<file path="src/nop_pkg.sv">
// Shared types, constants and the arctangent table for the oscillation
// probability pipeline. No dependencies.
package nop_pkg;

  localparam int CORDIC_STAGES = 28;
  localparam int COEF_W = 48;
  localparam int ENERGY_W = 24;
  localparam int PHASE_W = 33;
  localparam int WEIGHT_W = 32;
  localparam int XY_W = 36;
  localparam int Z_W = 33;
  localparam int ACC_W = 40;
  localparam int DIV_STAGES = COEF_W;
  localparam int LANES = 6;
  localparam int IDX_W = $clog2(CORDIC_STAGES + 1);

  localparam logic [31:0] CORDIC_GAIN = 32'h9B74EDA8;

  typedef enum logic [2:0] {
    REG_COEF_12   = 3'd0,
    REG_COEF_13   = 3'd1,
    REG_COEF_23   = 3'd2,
    REG_WEIGHT_12 = 3'd3,
    REG_WEIGHT_13 = 3'd4,
    REG_WEIGHT_23 = 3'd5,
    REG_CP_WEIGHT = 3'd6,
    REG_APPEAR    = 3'd7
  } reg_idx_t;

  typedef struct packed {
    logic [2:0][COEF_W-1:0]   coef;
    logic [2:0][WEIGHT_W-1:0] weight;
    logic [WEIGHT_W-1:0]      cp;
    logic                     app;
  } cfg_t;

  // one word in flight through the divider row
  typedef struct packed {
    logic                       valid;
    logic [ENERGY_W-1:0]        energy;
    logic [2:0][ENERGY_W-1:0]   rem;
    logic [2:0][PHASE_W-1:0]    quo;
  } div_t;

  typedef struct packed {
    logic signed [XY_W-1:0] x;
    logic signed [XY_W-1:0] y;
    logic signed [Z_W-1:0]  z;
    logic                   flip;
  } lane_t;

  // lanes 0..2 give cosines, lanes 3..5 sines
  typedef struct packed {
    logic                  valid;
    lane_t [LANES-1:0]     lane;
  } cordic_t;

  function automatic logic signed [Z_W-1:0] atan_turn(input logic [IDX_W-1:0] i);
    logic [31:0] a;
    case (6'(i))
      6'd0:  a = 32'h20000000;
      6'd1:  a = 32'h12E4051E;
      6'd2:  a = 32'h09FB385B;
      6'd3:  a = 32'h051111D4;
      6'd4:  a = 32'h028B0D43;
      6'd5:  a = 32'h0145D7E1;
      6'd6:  a = 32'h00A2F61E;
      6'd7:  a = 32'h00517C55;
      6'd8:  a = 32'h0028BE53;
      6'd9:  a = 32'h00145F2F;
      6'd10: a = 32'h000A2F98;
      6'd11: a = 32'h000517CC;
      6'd12: a = 32'h00028BE6;
      6'd13: a = 32'h000145F3;
      6'd14: a = 32'h0000A2FA;
      6'd15: a = 32'h0000517D;
      6'd16: a = 32'h000028BE;
      6'd17: a = 32'h0000145F;
      6'd18: a = 32'h00000A30;
      6'd19: a = 32'h00000518;
      6'd20: a = 32'h0000028C;
      6'd21: a = 32'h00000146;
      6'd22: a = 32'h000000A3;
      6'd23: a = 32'h00000051;
      6'd24: a = 32'h00000029;
      6'd25: a = 32'h00000014;
      6'd26: a = 32'h0000000A;
      6'd27: a = 32'h00000005;
      6'd28: a = 32'h00000003;
      6'd29: a = 32'h00000001;
      6'd30: a = 32'h00000001;
      default: a = 32'h00000000;
    endcase
    return $signed({1'b0, a});
  endfunction

endpackage

</file>
<file path="src/nop_cordic_cell.sv">
// One rotation step of the six CORDIC lanes.
// Depends on nop_pkg.
module nop_cordic_cell (
  input  logic                       clk,
  input  logic                       rst,
  input  logic                       en,
  input  logic [nop_pkg::IDX_W-1:0]  idx,
  input  nop_pkg::cordic_t           din,
  output nop_pkg::cordic_t           dout
);
  import nop_pkg::*;

  cordic_t nxt;

  always_comb begin
    logic signed [XY_W-1:0] dx;
    logic signed [XY_W-1:0] dy;
    logic signed [Z_W-1:0]  a;
    nxt = din;
    a = atan_turn(idx);
    for (int k = 0; k < LANES; k++) begin
      dx = din.lane[k].y >>> idx;
      dy = din.lane[k].x >>> idx;
      if (!din.lane[k].z[Z_W-1]) begin
        nxt.lane[k].x = din.lane[k].x - dx;
        nxt.lane[k].y = din.lane[k].y + dy;
        nxt.lane[k].z = din.lane[k].z - a;
      end else begin
        nxt.lane[k].x = din.lane[k].x + dx;
        nxt.lane[k].y = din.lane[k].y - dy;
        nxt.lane[k].z = din.lane[k].z + a;
      end
    end
  end

  always_ff @(posedge clk) begin
    if (rst) begin
      dout.valid <= 1'b0;
    end else if (en) begin
      dout <= nxt;
    end
  end

endmodule

</file>
<file path="config.mk">
export PLATFORM = sky130hd
export DESIGN_NAME = nop_cordic_cell
export DESIGN_NICKNAME = d
export VERILOG_FILES = /design/src/nop_pkg.sv /design/src/nop_cordic_cell.sv
export SDC_FILE = /design/constraint.sdc
export NUM_CORES = 2
export LEC_CHECK = 0
export BUFFER_PORTS_ARGS = -buffer_cell sky130_fd_sc_hd__buf_2
export CELL_PAD_IN_SITES_DETAIL_PLACEMENT = 0
export CELL_PAD_IN_SITES_GLOBAL_PLACEMENT = 1
export CORE_AREA = 3 3 503 505
export CTS_CLUSTER_DIAMETER = 50
export CTS_CLUSTER_SIZE = 20
export DETAILED_ROUTE_END_ITERATION = 6
export DIE_AREA = 0 0 506 508
export PLACE_DENSITY = 0.7
export SLEW_MARGIN = 20
export SYNTH_ARGS = -nofsm -noshare
export SYNTH_HDL_FRONTEND = slang
export SYNTH_SLANG_ARGS = --single-unit
</file>
<file path="constraint.sdc">
create_clock -name clk -period 52 [get_ports clk]
set_input_delay 10.4 -clock clk [delete_from_list [all_inputs] [get_ports clk]]
set_output_delay 10.4 -clock clk [all_outputs]
set_load 0.01 [all_outputs]
</file>
* After elaboration in Yosys (flattened, before gate mapping)
Memories as Yosys holds them, arrays and structs flattened. Cells that the tools add are included.
Word-level totals: register bits after elaboration 637, memory bits (read-only) 960, memories kept 1, input port bits 645, logic and storage cells 82, output and inout port bits 637
Operators by class: $add $sub $neg 36, bitwise operators 1, shift operators 12, mux-type cells 6, reductions and logical operators 1
Memories:
- (no name shown) | depth 32, bits a word 30, rd ports 1, clocked after memory_dff 0, wr ports 0, line nop_pkg.sv:60 | case (6'(i))
Operators by type and width (count):
- two-way mux 105 bit | 6
- adder 36 bit | 12
- >>> shifter 36 x 5 -> 36 bit | 12
- subtractor 36 bit | 12
- adder 33 bit | 6
- subtractor 33 bit | 6
- AND reduction 2 bit | 1
- inverter 1 bit | 1

* Longest topological paths before layout
word-level depth 3, gate-level depth with buffers 38, depth with buffers taken out 27

* Worst setup path before layout
OpenSTA, ideal clock, no wires.
path type input to register, from input rst, to register dout[0] (netlist bit), enable pin, arrival time 38457 ps, setup time 1739 ps, buffers on the path 0, path slack 11804 ps, required time 50261 ps, stages on the path 1, path through nor2b_1
Between the ends: word-level cells in the longest chain between the ends 2
Ends and longest elaborated chain:
- from (decl) | line nop_cordic_cell.sv:5 | input logic rst,
- inverter 1 bit (no line)
- AND reduction 2 bit (no line)
- to (signal assigned) | line nop_cordic_cell.sv:40 | dout <= nxt;
- to (decl) | line nop_cordic_cell.sv:9 | output nop_pkg::cordic_t dout
Every way passes these cells. A chain may end at the register's enable or synchronous reset.

==> results.json <==
{
  "outcome": "finished with violations",
  "failed_checks": "design-rule violations",
  "top_register": "dout",
  "synth-seq-area-share_pct": 21.2,
  "vias": 89667,
  "fmax_mhz": 52.4,
  "fin_area_um2": 102000,
  "synth.top_cell.area_share_pct": 21.2,
  "avgSynthCellArea_um2": 9.12,
  "path_clk_slew_ns": 0.06,
  "postCtsSetupRepairBufs": 0,
  "muxShareOfSynthArea_pct": 20.3,
  "cts_root_buf": "clkbuf_16",
  "portBuffers": 1281,
  "synth_top_family_by_area": "compound AO/OA/AOI/OAI gates",
  "area_delta_synth_final_pct": 13.5,
  "dieHeight_um": 508,
  "layout_setup_ws_ns": 32.91,
  "final_nets": 12117,
  "synth_edf_count": 636,
  "routabilityCongestion": 0.987,
  "grt.total_usage_pct": 34.0,
  "ant_nets": 0,
  "io_pins": 1282,
  "grt_max_degree": 144,
  "endpoint_kind": "flip-flop",
  "routed_wl_um": 460000,
  "cts_tree": "built",
  "grt_overflow_total": 0,
  "dpl.hpwl_um": 362000,
  "p_leak_uw": 0.0422,
  "die_area_um2": 257000,
  "synth_xor_area_share_pct": 9.66,
  "hp-class": "reg2reg",
  "drtPass1Iterations": 7,
  "period_share_pct": 36.7,
  "finalCriticalPeriod_ns": 19.09,
  "clock_sinks": 637,
  "yosys.area_share.simple_pct": 14.6,
  "yosysWarnings": 0,
  "drv_slew": 0,
  "drive_above_1_share_pct": 22.8,
  "yosysTopAreaCell": "edfxtp_1",
  "start_util_pct": 36.2,
  "die_w_um": 506,
  "ys_types": 140,
  "ys_top_cells_by_count": "nor2_1, nand2_1, a21oi_1",
  "cp.required_ns": 52.50,
  "synthFlopType": "edfxtp_1",
  "rows": 183,
  "synth_compound_area_share_pct": 20.3,
  "clock_skew_ns": 0,
  "relSlewSlack_pct": 18.5,
  "finalSetupTns_ns": 0,
  "cts_resized": 0,
  "finalHoldViolations": 0,
  "ctsHoldBuffers": 0,
  "path_max_fanout": 122,
  "clock_path_buffers": 3,
  "coreArea_um2": 249000,
  "synth_area_leaders": "edfxtp_1, mux4_2, ha_1",
  "netlist_area_um2": 90100,
  "htreeDepth": 3,
  "vias_per_cell": 6.27,
  "cts_buffers": 98,
  "worst-setup-path-type": "in2reg",
  "startpoint_type": "primary input",
  "async_reset_ff_share_pct": 0,
  "dpl_cell_area_um2": 98700,
  "syn_nets": 11183,
  "largest_reg_flops": 637,
  "tightest_slew_ns": 1.21,
  "clk_latency_ns": 0.77,
  "fill_cells": 24987,
  "largestRegisters": "dout: 637 flops",
  "antenna_found_initial": 160,
  "rsz0062_at_grt": "no",
  "post-place-ws_ns": 32.19,
  "drc": 18,
  "cp.arrival_ns": 19.59,
  "grt_pass1_wl_um": 640000,
  "syn-instance-count": 9882,
  "cap_violations": 0,
  "ys_ff_latch": 637,
  "layoutNonFillerInstCount": 14311,
  "setup_violations": 0,
  "dp_cells": 14046,
  "synth_adder_area_share_pct": 9.26,
  "peakVddDrop_uv": 26.8,
  "power_density_nw_per_um2": 30.0,
  "grt_pass1_vias": 85082,
  "routedWlPerCell_um": 32.1,
  "synth_most_common_cell": "nor2_1",
  "drt-initial-drc-count": 11660
}
[layout make-up]
type                       instances  area (um^2)  share of cell area [%]
multi-input combinational       8419        66900                    65.4
sequential                       637        19100                    18.7
timing repair buffer            1407         7530                    7.37
tap                             3330         4170                    4.07
clock buffer                     105         2480                    2.42
inverter                         253          980                   0.958
clock inverter                    78          897                   0.877
antenna                           82          205                   0.201
[cell families (layout without fill, tap and decap cells)]
| logic type | after synthesis | after routing |
|---|---|---|
| AOI/OAI and AO/OA | 2846 | 2846 |
| xor gates and xnor gates | 992 | 992 |
| adders and majority gates | 656 | 656 |
| buffers and inverters | 826 | 1843 |
| DFF | 637 | 637 |
| muxes | 1165 | 1165 |
| other | 0 | 82 |
| and+or+nand+nor | 2760 | 2760 |
[layout by cell type (no fill, tap or decap), drive strengths merged, types with 176 or more instances in the layout]
master,instances
nand3,176
inv,278
a21o,288
xor2,351
a21oi,866
buf,1407
mux2i,471
mux2,195
mux4,499
o21ai,579
xnor2,641
ha,638
edfxtp,636
nand2,868
nor2,878
[through the flow]
step	total power, uW	hold WS (ns)	util (%)
floorplan	1820	0.528	-
detailed placement	2350	0.513	39.7
CTS	3060	0.531	41.0
global route	3220	0.573	41.1
finish	3060	0.522	41.1
global placement	2350	0.474	39.7
[worst max-delay path: stages]
cell	delay [ns]
buf_8	0.34
buf_12	0.66
buf_4	0.77
buf_4	0.85
mux4_2	0.63
mux4_2	0.53
a222oi_1	0.34
nor3b_1	0.41
and2_1	0.25
and4_1	0.30
a21oi_1	0.11
xnor2_1	0.16
ha_1	0.35
a21oi_1	0.18
o221ai_1	0.21
a21oi_1	0.21
nor3b_1	0.07
a211o_1	0.32
a221o_1	0.38
a41o_1	0.31
o41ai_1	0.60
o21ai_0	0.20
and2_1	0.20
o41a_1	0.32
xnor2_1	0.13
[routing by layer]
layer / vias up / track usage, % / wire, um
met5: - / 0 / 524
met4: 82 / 17.6 / 27500
met2: 5300 / 55.0 / 210000
met1: 43782 / 42.2 / 178000
li1: 39422 / - / -
met3: 1081 / 8.08 / 44400
[where the power goes]
group	leakage [uW]	switching, uW	total [uW]	internal [uW]
combinational	0.0346	1010	1630	619
sequential	0.00599	36.9	752	715
clock	0.00161	300	681	381
[worst paths after layout]
kind	startpoint	endpoint	slack [ns]	depth (start not counted)
worst max-delay path	idx[0]	dout[105]	32.91	25
worst min-delay path	dout[636]	dout[636]	0.52	2
worst max register to register	dout[636]	dout[636]	51.39	2
worst min register to register	dout[636]	dout[636]	0.52	2
Note: power is estimated with default switching activity, not from simulation.
