File: config.mk
export PLATFORM = sky130hd
export DESIGN_NAME = nop_div_cell
export DESIGN_NICKNAME = d
export VERILOG_FILES = /design/src/nop_pkg.sv /design/src/nop_div_cell.sv
export SDC_FILE = /design/constraint.sdc
export NUM_CORES = 1
export LEC_CHECK = 0
export BUFFER_PORTS_ARGS = -buffer_cell sky130_fd_sc_hd__buf_2
export CELL_PAD_IN_SITES_DETAIL_PLACEMENT = 0
export CELL_PAD_IN_SITES_GLOBAL_PLACEMENT = 1
export CORE_UTILIZATION = 42
export CTS_CLUSTER_SIZE = 28
export DETAILED_ROUTE_END_ITERATION = 7
export GPL_TIMING_DRIVEN = 0
export PLACE_DENSITY_LB_ADDON = 0.25
export REMOVE_ABC_BUFFERS = 1
export SYNTH_ARGS = -nofsm -noshare
export SYNTH_HDL_FRONTEND = slang
export SYNTH_SLANG_ARGS = --single-unit
File: constraint.sdc
create_clock -name clk -period 17.96 [get_ports clk]
set_input_delay 1.796 -clock clk [delete_from_list [all_inputs] [get_ports clk]]
set_output_delay 1.796 -clock clk [all_outputs]
set_load 0.05 [all_outputs]
File: src/nop_pkg.sv
// Shared types, constants and the arctangent table for the oscillation
// probability pipeline. No dependencies.
package nop_pkg;

  localparam int CORDIC_STAGES = 28;
  localparam int COEF_W = 48;
  localparam int ENERGY_W = 24;
  localparam int PHASE_W = 33;
  localparam int WEIGHT_W = 32;
  localparam int XY_W = 36;
  localparam int Z_W = 33;
  localparam int ACC_W = 40;
  localparam int DIV_STAGES = COEF_W;
  localparam int LANES = 6;
  localparam int IDX_W = $clog2(CORDIC_STAGES + 1);

  localparam logic [31:0] CORDIC_GAIN = 32'h9B74EDA8;

  typedef enum logic [2:0] {
    REG_COEF_12   = 3'd0,
    REG_COEF_13   = 3'd1,
    REG_COEF_23   = 3'd2,
    REG_WEIGHT_12 = 3'd3,
    REG_WEIGHT_13 = 3'd4,
    REG_WEIGHT_23 = 3'd5,
    REG_CP_WEIGHT = 3'd6,
    REG_APPEAR    = 3'd7
  } reg_idx_t;

  typedef struct packed {
    logic [2:0][COEF_W-1:0]   coef;
    logic [2:0][WEIGHT_W-1:0] weight;
    logic [WEIGHT_W-1:0]      cp;
    logic                     app;
  } cfg_t;

  // one word in flight through the divider row
  typedef struct packed {
    logic                       valid;
    logic [ENERGY_W-1:0]        energy;
    logic [2:0][ENERGY_W-1:0]   rem;
    logic [2:0][PHASE_W-1:0]    quo;
  } div_t;

  typedef struct packed {
    logic signed [XY_W-1:0] x;
    logic signed [XY_W-1:0] y;
    logic signed [Z_W-1:0]  z;
    logic                   flip;
  } lane_t;

  // lanes 0..2 give cosines, lanes 3..5 sines
  typedef struct packed {
    logic                  valid;
    lane_t [LANES-1:0]     lane;
  } cordic_t;

  function automatic logic signed [Z_W-1:0] atan_turn(input logic [IDX_W-1:0] i);
    logic [31:0] a;
    case (6'(i))
      6'd0:  a = 32'h20000000;
      6'd1:  a = 32'h12E4051E;
      6'd2:  a = 32'h09FB385B;
      6'd3:  a = 32'h051111D4;
      6'd4:  a = 32'h028B0D43;
      6'd5:  a = 32'h0145D7E1;
      6'd6:  a = 32'h00A2F61E;
      6'd7:  a = 32'h00517C55;
      6'd8:  a = 32'h0028BE53;
      6'd9:  a = 32'h00145F2F;
      6'd10: a = 32'h000A2F98;
      6'd11: a = 32'h000517CC;
      6'd12: a = 32'h00028BE6;
      6'd13: a = 32'h000145F3;
      6'd14: a = 32'h0000A2FA;
      6'd15: a = 32'h0000517D;
      6'd16: a = 32'h000028BE;
      6'd17: a = 32'h0000145F;
      6'd18: a = 32'h00000A30;
      6'd19: a = 32'h00000518;
      6'd20: a = 32'h0000028C;
      6'd21: a = 32'h00000146;
      6'd22: a = 32'h000000A3;
      6'd23: a = 32'h00000051;
      6'd24: a = 32'h00000029;
      6'd25: a = 32'h00000014;
      6'd26: a = 32'h0000000A;
      6'd27: a = 32'h00000005;
      6'd28: a = 32'h00000003;
      6'd29: a = 32'h00000001;
      6'd30: a = 32'h00000001;
      default: a = 32'h00000000;
    endcase
    return $signed({1'b0, a});
  endfunction

endpackage

File: src/nop_div_cell.sv
// One restoring-division step for the three phase lanes.
// Depends on nop_pkg.
module nop_div_cell (
  input  logic          clk,
  input  logic          rst,
  input  logic          en,
  input  logic [2:0]    coef_bit,
  input  nop_pkg::div_t din,
  output nop_pkg::div_t dout
);
  import nop_pkg::*;

  div_t nxt;

  always_comb begin
    logic [ENERGY_W:0] t;
    nxt = din;
    for (int k = 0; k < 3; k++) begin
      t = {din.rem[k], coef_bit[k]};
      if (t >= {1'b0, din.energy}) begin
        nxt.rem[k] = ENERGY_W'(t - {1'b0, din.energy});
        nxt.quo[k] = {din.quo[k][PHASE_W-2:0], 1'b1};
      end else begin
        nxt.rem[k] = t[ENERGY_W-1:0];
        nxt.quo[k] = {din.quo[k][PHASE_W-2:0], 1'b0};
      end
    end
  end

  always_ff @(posedge clk) begin
    if (rst) begin
      dout.valid <= 1'b0;
    end else if (en) begin
      dout <= nxt;
    end
  end

endmodule

# Word-level counts from Yosys, hierarchy flattened
# Cells that the tools add are included.
[word_totals]
register_bits = 196
latchBits = 0
ramBits = 0
romBits = 0
output_inout_bits = 196
memories = 0
[op_classes]
n_addsub = 3
n_mul = 0
n_div = 0
n_lt_le_gt_ge = 3
n_eq_ne = 0
n_shift = 0
n_mux = 6
bitwise_logic = 1
n_reduce_logical = 1
[ops]
columns = ["cell", "n"]
rows = [
  ["25-bit by 24-bit >= comparator with 1-bit output", 3],
  ["24-bit 2-to-1 mux", 3],
  ["24-bit subtractor", 3],
  ["1-bit 2-to-1 mux", 3],
  ["2-bit AND reduction", 1],
  ["1-bit inverter", 1],
]

# Depth between registers and ports, before layout
# Gate-level depths: netlist of the first run.
[logic_depth]
depth_word = 2
depth_mapped = 13
ltp_nobuf = 11

# Least setup slack after synthesis of the first run
# Ideal clock, no wire load.
[synth_path]
path_kind = "input to register"
start = "input port rst"
end = "register dout[0] in the netlist's numbering (enable)"
setup_time_ns = 0.780
arrival_time_ns = 10.428
required_time_ns = 17.180
path_slack_ns = 6.752
path_stages = 1
path_buffers = 0
cell_sequence = "nor2b_1"
[synth_between]
elab_chain_cells = 2
[synth_lines]
columns = ["item", "line", "rtl"]
rows = [
  ["start: declaration", "nop_div_cell.sv:5", "input logic rst,"],
  ["1-bit inverter (no source line)", "--", ""],
  ["2-bit AND reduction (no source line)", "--", ""],
  ["end signal: assignment", "nop_div_cell.sv:34", "dout <= nxt;"],
  ["end: declaration", "nop_div_cell.sv:9", "output nop_pkg::div_t dout"],
]
# No other way between the ends.
# A chain may end at the register's enable or synchronous reset.

==> results of run 1 <==
layer usage:
layer / vias to the layer above / wire length [µm]
met5: - / 63
met4: 10 / 528
met3: 32 / 1660
met2: 214 / 15700
met1: 3848 / 13200
li1: 4002 / -
worst min path at each step:
| stage | end | slack, ns | depth (start not counted) |
|---|---|---|---|
| after floorplan | dout[195] | 0.73 | 2 |
| final | dout[195] | 0.54 | 2 |
| after CTS | dout[195] | 0.56 | 2 |
| after global placement | dout[195] | 0.47 | 2 |
| after global routing | dout[195] | 0.58 | 2 |
| after detailed placement | dout[195] | 0.54 | 2 |
synth_stat cells, types with 2 or more instances:
master,instances
nand2_1,56
nor3_1,12
and2_1,5
nor4_1,4
mux2_2,8
nand4b_1,3
mux2i_1,7
o211ai_1,3
mux2_1,21
fa_1,3
nand4_1,9
nand2b_1,6
o31a_1,2
a21boi_0,3
o21bai_1,9
mux2_4,17
a41oi_1,2
a221oi_1,2
edfxtp_1,195
inv_1,45
xor2_1,20
o2bb2ai_1,2
a31oi_1,8
o21ai_1,4
a21oi_1,55
nand3_1,19
o21ai_0,46
xnor2_1,38
a2111oi_2,2
ha_1,72
or2_2,5
o221ai_1,3
nor2_1,41
a21o_1,22
a211oi_1,8
a21boi_1,2
and3_1,6
buf_6,4
clkbuf_1,11
o21a_1,17
nor2b_1,11
o31ai_1,10
per-stage QoR:
stage | hold slack [ns] | instance area (µm²)
after global routing | 0.577 | 13600
final | 0.544 | 13600
after global placement | 0.472 | 12800
after detailed placement | 0.540 | 13000
after CTS | 0.558 | 13600
after floorplan | 0.733 | 10500
cell families after synthesis:
logic type,Yosys count
compound gates,216
simple gates,181
flops,196
buf+inv,62
xor+xnor,58
fa+ha+maj,75
mux,53
final cells by class:
class                           instances  share of cell area
Clock buffer                           18              0.0315
Antenna cell                            3            0.000552
Tap cell                              324              0.0298
Inverter                               46              0.0127
Multi-Input combinational cell        583               0.325
Timing Repair Buffer                  401               0.155
Sequential cell                       196               0.432
Clock inverter                         14              0.0132
worst max-delay path, delay by kind of cell:
family,cells,cell delay [ns]
buf+inv,2,0.32
fa+ha+maj,1,0.32
simple gates,1,0.19
compound gates,5,2.06
mux,1,0.43
power breakdown:
part	internal (W)	leakage [nW]	switching, W
Combinational	0.000127	3.75	0.000265
Sequential	0.000551	1.84	0.00000821
Clock	0.000191	0.294	0.000201
cells in the final DEF, fill, tap and decap left out, drive strengths merged, types with 7 or more instances in the layout:
master / synthesis / final
mux2: 46 / 46
o21bai: 9 / 9
xor2: 20 / 20
clkbuf: 11 / 18
a21o: 22 / 22
a211oi: 9 / 9
mux2i: 7 / 7
o21ai: 51 / 51
ha: 72 / 72
nand4: 9 / 9
nor3: 12 / 12
nor2b: 11 / 11
nand2: 56 / 56
a31oi: 8 / 8
a21oi: 56 / 56
xnor2: 38 / 38
inv: 46 / 54
buf: 5 / 401
o31ai: 11 / 11
edfxtp: 195 / 195
nand3: 19 / 19
nor2: 41 / 41
o21a: 17 / 17
==> results.sh, run 1 <==
export IMPL_status="completed"
export IMPL_min_period_ns=4.94
export IMPL_setup_violations=0
export IMPL_synth_edf_count=195
export IMPL_fin_util=0.556
export IMPL_largest_register_ffs=196
export IMPL_slew_headroom=0.230
export IMPL_cts_buffer_depth=2
export IMPL_synth_compound_area_frac=0.135
export IMPL_crit_fanout=25
export IMPL_start_util=0.431
export IMPL_first_pass_iters=4
export IMPL_hpwl_mm=25.3
export IMPL_powerDensity_mw_per_mm2=98.7
export IMPL_insertion_delay_ns=0.42
export IMPL_synthAdderAreaFrac=0.0911
export IMPL_critPathRequiredTime_ns=18.14
export IMPL_final_antenna_net_count=0
export IMPL_clock_sinks=196
export IMPL_yosysSeqAreaShare=0.557
export IMPL_criticalPathCategory="in2reg"
export IMPL_seq_area_mm2=0.00588
export IMPL_grt_pass1_wl_mm=46.3
export IMPL_drc=0
export IMPL_critical_path_max_stage_delay_ns=1.01
export IMPL_worstSetupEndpoint="dout[163]"
export IMPL_post_drt_wl_per_cell_um=19.7
export IMPL_synth_warnings=0
export IMPL_max_cap_viol_count=0
export IMPL_port_buffers=394
export IMPL_met3_usage=0.0576
export IMPL_clk_pin_slew_ns=0.08
export IMPL_clock_fmax_mhz=202
export IMPL_synth_cell_type_count=65
export IMPL_synth_xor_area_frac=0.0482
export IMPL_crit_slowest_cell="a41o_1"
export IMPL_synth_mux_area_frac=0.0618
export IMPL_setup_tns_ns=0
export IMPL_period_share=0.275
export IMPL_drive_above_1_share=0.376
export IMPL_fillers=2210
export IMPL_rrSetupSlack_ns=17.34
export IMPL_reg_top3="dout (196)"
export IMPL_cts_resized_gates=0
export IMPL_layout_nets=1522
export IMPL_finalHoldViolations=0
export IMPL_io_pins=398
export IMPL_synth_simple_area_share=0.0820
export IMPL_htreeDepth=4
export IMPL_core_area_mm2=0.0245
export IMPL_fp_dieW_um=160
export IMPL_rsz0062_at_grt="false"
export IMPL_avgSynthCellArea_um2=12.5
export IMPL_yosysTopAreaCellShare=0.555
export IMPL_r2r_cells=2
export IMPL_dpl_cell_count=1550
export IMPL_r2r_end="dout[195]"
export IMPL_hold_class="reg2reg"
export IMPL_instances_no_fill=1585
export IMPL_post_place_ws_ns=12.53
export IMPL_busiest_layer="met2"
export IMPL_cts_root_buf="clkbuf_16"
export IMPL_antenna_found_initial=9
export IMPL_wl_mm=31.2
export IMPL_gp_congestion=0.861
export IMPL_grt_use_met2=0.417
export IMPL_viasPerCell=5.11
export IMPL_multiInputGateArea_mm2=0.00442
export IMPL_std_cell_rows=57
export IMPL_track_usage=0.240
export IMPL_synthFlopType="edfxtp_1"
export IMPL_startpoint_type="input port"
export IMPL_postCtsSetupBuffers=0
export IMPL_synthArstFlopShare=0
export IMPL_ir_drop_mv=0.0596
export IMPL_power_leakage_nw=5.88
export IMPL_slew_violations=0
export IMPL_power_w=0.00134
export IMPL_reg2reg_from="dout[195]"
export IMPL_area_growth_pct=29.0
export IMPL_cp_end_kind="register"
export IMPL_worst_pin_slew_ns=1.15
export IMPL_drt_iter0_markers=429
export IMPL_die_area_mm2=0.0258
export IMPL_grt_max_degree=43
export IMPL_overflow=0
export IMPL_arrival_ns=5.12
export IMPL_top_register="dout"
export IMPL_cp_cell_sequence="buf_2 > inv_1 > ha_1 > nor2b_1 > o31ai_2 > a2111oi_2 > o311ai_1 > o211ai_1 > a41o_1 > mux2_2"
export IMPL_num_vias=8106
export IMPL_synthCells=841
export IMPL_die_y_um=160
export IMPL_setup_ws_ns=13.02
export IMPL_hold_start="dout[195]"
export IMPL_cts_hold_buf=0
export IMPL_clock_skew_final_ns=0
export IMPL_synth_seq_cells=196
export IMPL_cts_buffers=17
export IMPL_cp_startpoint="din[172]"
export IMPL_cts_tree="yes"
export IMPL_yosysTopAreaCell="edfxtp_1"
export IMPL_syn_area_mm2=0.0105
export IMPL_synth_top_family_by_area="compound AO/OA/AOI/OAI gates"
export IMPL_grt_pass1_vias=8059
export IMPL_synthTopCellsByArea="edfxtp_1 (56%), ha_1 (8.5%), xnor2_1 (3.2%), a21oi_1 (2.6%), mux2_4 (2.4%)"
export IMPL_grt_use_met1=0.297
Power figures use the tool's default switching activity.
==> run 2: changes to the inputs <==
--- a/config.mk
+++ b/config.mk
@@ -5,10 +5,11 @@
 export SDC_FILE = /design/constraint.sdc
 export NUM_CORES = 1
 export LEC_CHECK = 0
+export ABC_AREA = 1
 export BUFFER_PORTS_ARGS = -buffer_cell sky130_fd_sc_hd__buf_2
 export CELL_PAD_IN_SITES_DETAIL_PLACEMENT = 0
 export CELL_PAD_IN_SITES_GLOBAL_PLACEMENT = 1
-export CORE_UTILIZATION = 42
+export CORE_UTILIZATION = 34
 export CTS_CLUSTER_SIZE = 28
 export DETAILED_ROUTE_END_ITERATION = 7
 export GPL_TIMING_DRIVEN = 0
==> constraint.sdc (replaced) <==
create_clock -name clk -period 4.45 [get_ports clk]
set_input_delay 0.445 -clock clk [delete_from_list [all_inputs] [get_ports clk]]
set_output_delay 0.445 -clock clk [all_outputs]
set_load 0.05 [all_outputs]
==> run 2 against run 1 <==
Against the previous run:
- final area up 16%
- die area up 48%
- worst hold slack worse by 0.38 ns
- setup slack worse by 12 ns
- core utilization down 13 points
- clock skew unchanged
- clock power rose to 4.0 times the previous value
- critical path type unchanged
- critical endpoint is now dout[125]
- largest cell class unchanged
==> results.sh, run 2 <==
export IMPL_criticalPathCategory="in2reg"
export IMPL_critPathRequiredTime_ns=4.75
export IMPL_synthFlopType="edfxtp_1"
export IMPL_clk_pin_slew_ns=0.08
export IMPL_grt_pass1_vias=11191
export IMPL_cp_cell_sequence="buf_2 > inv_1 > ha_1 > nand2_1 > inv_1 > nand2_1 > nor3_1 > nand3_1 > nand3_2 > nand2_1 > nand2_1"
export IMPL_critPathTopFamily="simple AND/OR/NAND/NOR gates"
export IMPL_drive_above_1_share=0.230
export IMPL_die_y_um=195
export IMPL_cts_root_buf="clkbuf_16"
export IMPL_layout_nets=2283
export IMPL_overflow=0
export IMPL_post_synth_top_count_cell="nand2_1"
export IMPL_whs_ns=0.161
export IMPL_synth_simple_area_share=0.318
export IMPL_finalHoldViolations=0
export IMPL_synth_mux_area_frac=0
export IMPL_rsz0062_at_grt="false"
export IMPL_wl_mm=43.6
export IMPL_synth_seq_cells=196
export IMPL_cts_buffers=17
export IMPL_crit_slowest_cell="nand3_1"
export IMPL_fin_util=0.430
export IMPL_status="completed"
export IMPL_worst_pin_slew_ns=1.11
export IMPL_slew_violations=0
export IMPL_yosysTopAreaCellShare=0.461
export IMPL_clock_fmax_mhz=298
export IMPL_synth_cell_type_count=33
export IMPL_fp_dieW_um=195
export IMPL_area_growth_pct=24.4
export IMPL_first_pass_iters=5
export IMPL_largest_register_ffs=196
export IMPL_track_usage=0.227
export IMPL_grt_pass1_wl_mm=64.5
export IMPL_synth_compound_area_frac=0.0182
export IMPL_crit_fanout=25
export IMPL_gp_congestion=0.916
export IMPL_cts_tree="yes"
export IMPL_final_common_cell="nand2_1"
export IMPL_reg_top3="dout (196)"
export IMPL_die_area_mm2=0.0381
export IMPL_synthAdderAreaFrac=0.0757
export IMPL_viasPerCell=4.67
export IMPL_cts_hold_buf=0
export IMPL_yosysSeqAreaShare=0.463
export IMPL_insertion_delay_ns=0.45
export IMPL_start_util=0.346
export IMPL_min_period_ns=3.36
export IMPL_setup_violations=0
export IMPL_synthArstFlopShare=0
export IMPL_fin_area_mm2=0.0158
export IMPL_yosysTopAreaCell="edfxtp_1"
export IMPL_synth_edf_count=195
export IMPL_arrival_ns=3.66
export IMPL_powerDensity_mw_per_mm2=352
export IMPL_power_leakage_nw=8.32
export IMPL_final_cell_mix="nand2_1 (656), buf_2 (394), inv_1 (302)"
export IMPL_slew_headroom=0.260
export IMPL_antenna_found_initial=3
export IMPL_fillers=3812
export IMPL_post_drt_wl_per_cell_um=17.5
export IMPL_hpwl_mm=35.6
export IMPL_max_cap_viol_count=0
export IMPL_synth_warnings=0
export IMPL_final_antenna_net_count=0
export IMPL_dpl_cell_area_mm2=0.0152
export IMPL_drc=0
export IMPL_startpoint_type="input port"
export IMPL_cp_end_kind="register"
export IMPL_drt_iter0_markers=623
export IMPL_num_vias=11626
export IMPL_ir_drop_mv=0.254
export IMPL_io_pins=398
export IMPL_synthTopCellsByArea="edfxtp_1 (46%), nand2_1 (19%), inv_1 (8.9%), ha_1 (7.1%), nand4_1 (4.4%)"
export IMPL_critical_path_max_stage_delay_ns=0.84
export IMPL_synth_xor_area_frac=0.0221
export IMPL_clock_skew_final_ns=0
export IMPL_clock_sinks=196
export IMPL_port_buffers=394
export IMPL_period_share=0.755
export IMPL_cts_resized_gates=0
export IMPL_synthCells=1612
export IMPL_cts_buffer_depth=2
export IMPL_synth_top_family_by_area="simple AND/OR/NAND/NOR gates"
export IMPL_hold_class="in2reg"
export IMPL_syn_area_mm2=0.0127
export IMPL_htreeDepth=4
export IMPL_std_cell_rows=70
export IMPL_critPathBufInv=3
export IMPL_postCtsSetupBuffers=0
export IMPL_grt_max_degree=36
export IMPL_synth_common_cells="nand2_1 (656), inv_1 (302), edfxtp_1 (195)"
export IMPL_setup_tns_ns=0
export IMPL_core_area_mm2=0.0367
export IMPL_top_register="dout"
export IMPL_crit_path_frequent_cell="nand2_1"
export IMPL_avgSynthCellArea_um2=7.87
run 2: cell types whose count changed in the layout (fill, tap and decap cells not counted), moves of 10 or more:
cell     previous run  this run
a21o_1             22         0
nand2_1            56       656
o21a_1             16         3
a21oi_1            55        31
o21ai_0            46         1
nand3_1            19        74
nand4_1             9        90
inv_1              45       302
xnor2_1            38         4
o31ai_1            10         0
mux2_1             21         0
mux2_4             17         0
nor2b_1            10         0
nor2_1             41        82
run 2: cells by family (layout without fill, tap and decap cells):
logic type / count (synthesis) / after routing
simple gates: 939 / 939
other cells: 0 / 1
buf+inv: 332 / 739
fa+ha+maj: 75 / 75
xor+xnor: 32 / 32
flops: 196 / 196
compound gates: 38 / 38
run 2: report_power, final:
group          switching, W  internal [W]
logic               0.00127      0.000459
registers         0.0000357       0.00222
clock network      0.000776      0.000802
run 2: area by class of cell:
type	instances	area, µm²	area share
inverter	308	1160	0.0732
timing repair buffer	399	2070	0.131
clock inverter	14	160	0.0101
antenna	1	2.50	0.000158
tap	468	586	0.0371
multi-input combinational	1084	5510	0.349
clock buffer	18	429	0.0272
sequential	196	5880	0.372
run 2: per-stage QoR:
stage	setup WS, ns	cells	power (W)
3_3_place_gp	-8.60	2450	0.00405
4_1_cts	0.986	2487	0.00562
6_report	1.09	2488	0.00556
5_1_grt	0.827	2487	0.00585
3_5_place_dp	0.507	2455	0.00403
2_1_floorplan	-4.98	1588	0.00354
run 2: path summary, 6_finish.rpt:
check	startpoint	cells after the start	slack, ns	to
worst min register to register	dout[195]	2	0.46	dout[195]
worst min-delay path	din[90]	1	0.16	dout[91]
worst max register to register	dout[195]	2	3.89	dout[195]
worst max-delay path	din[187]	11	1.09	dout[125]
run 2: worst register-to-register path, cell delays in order, from the launching register on:
cell and delay, ns:
dfxtp_1 0.33, nand2_1 0.05, a21oi_1 0.11
run 2: metal layers:
| metal | vias to the layer above | track usage | part of all wire |
|---|---|---|---|
| li1 | 5940 | - | - |
| met1 | 5284 | 0.276 | 0.42 |
| met2 | 353 | 0.407 | 0.50 |
| met3 | 47 | 0.0323 | 0.049 |
| met4 | 2 | 0.0808 | 0.026 |
| met5 | - | 0 | 0.00023 |
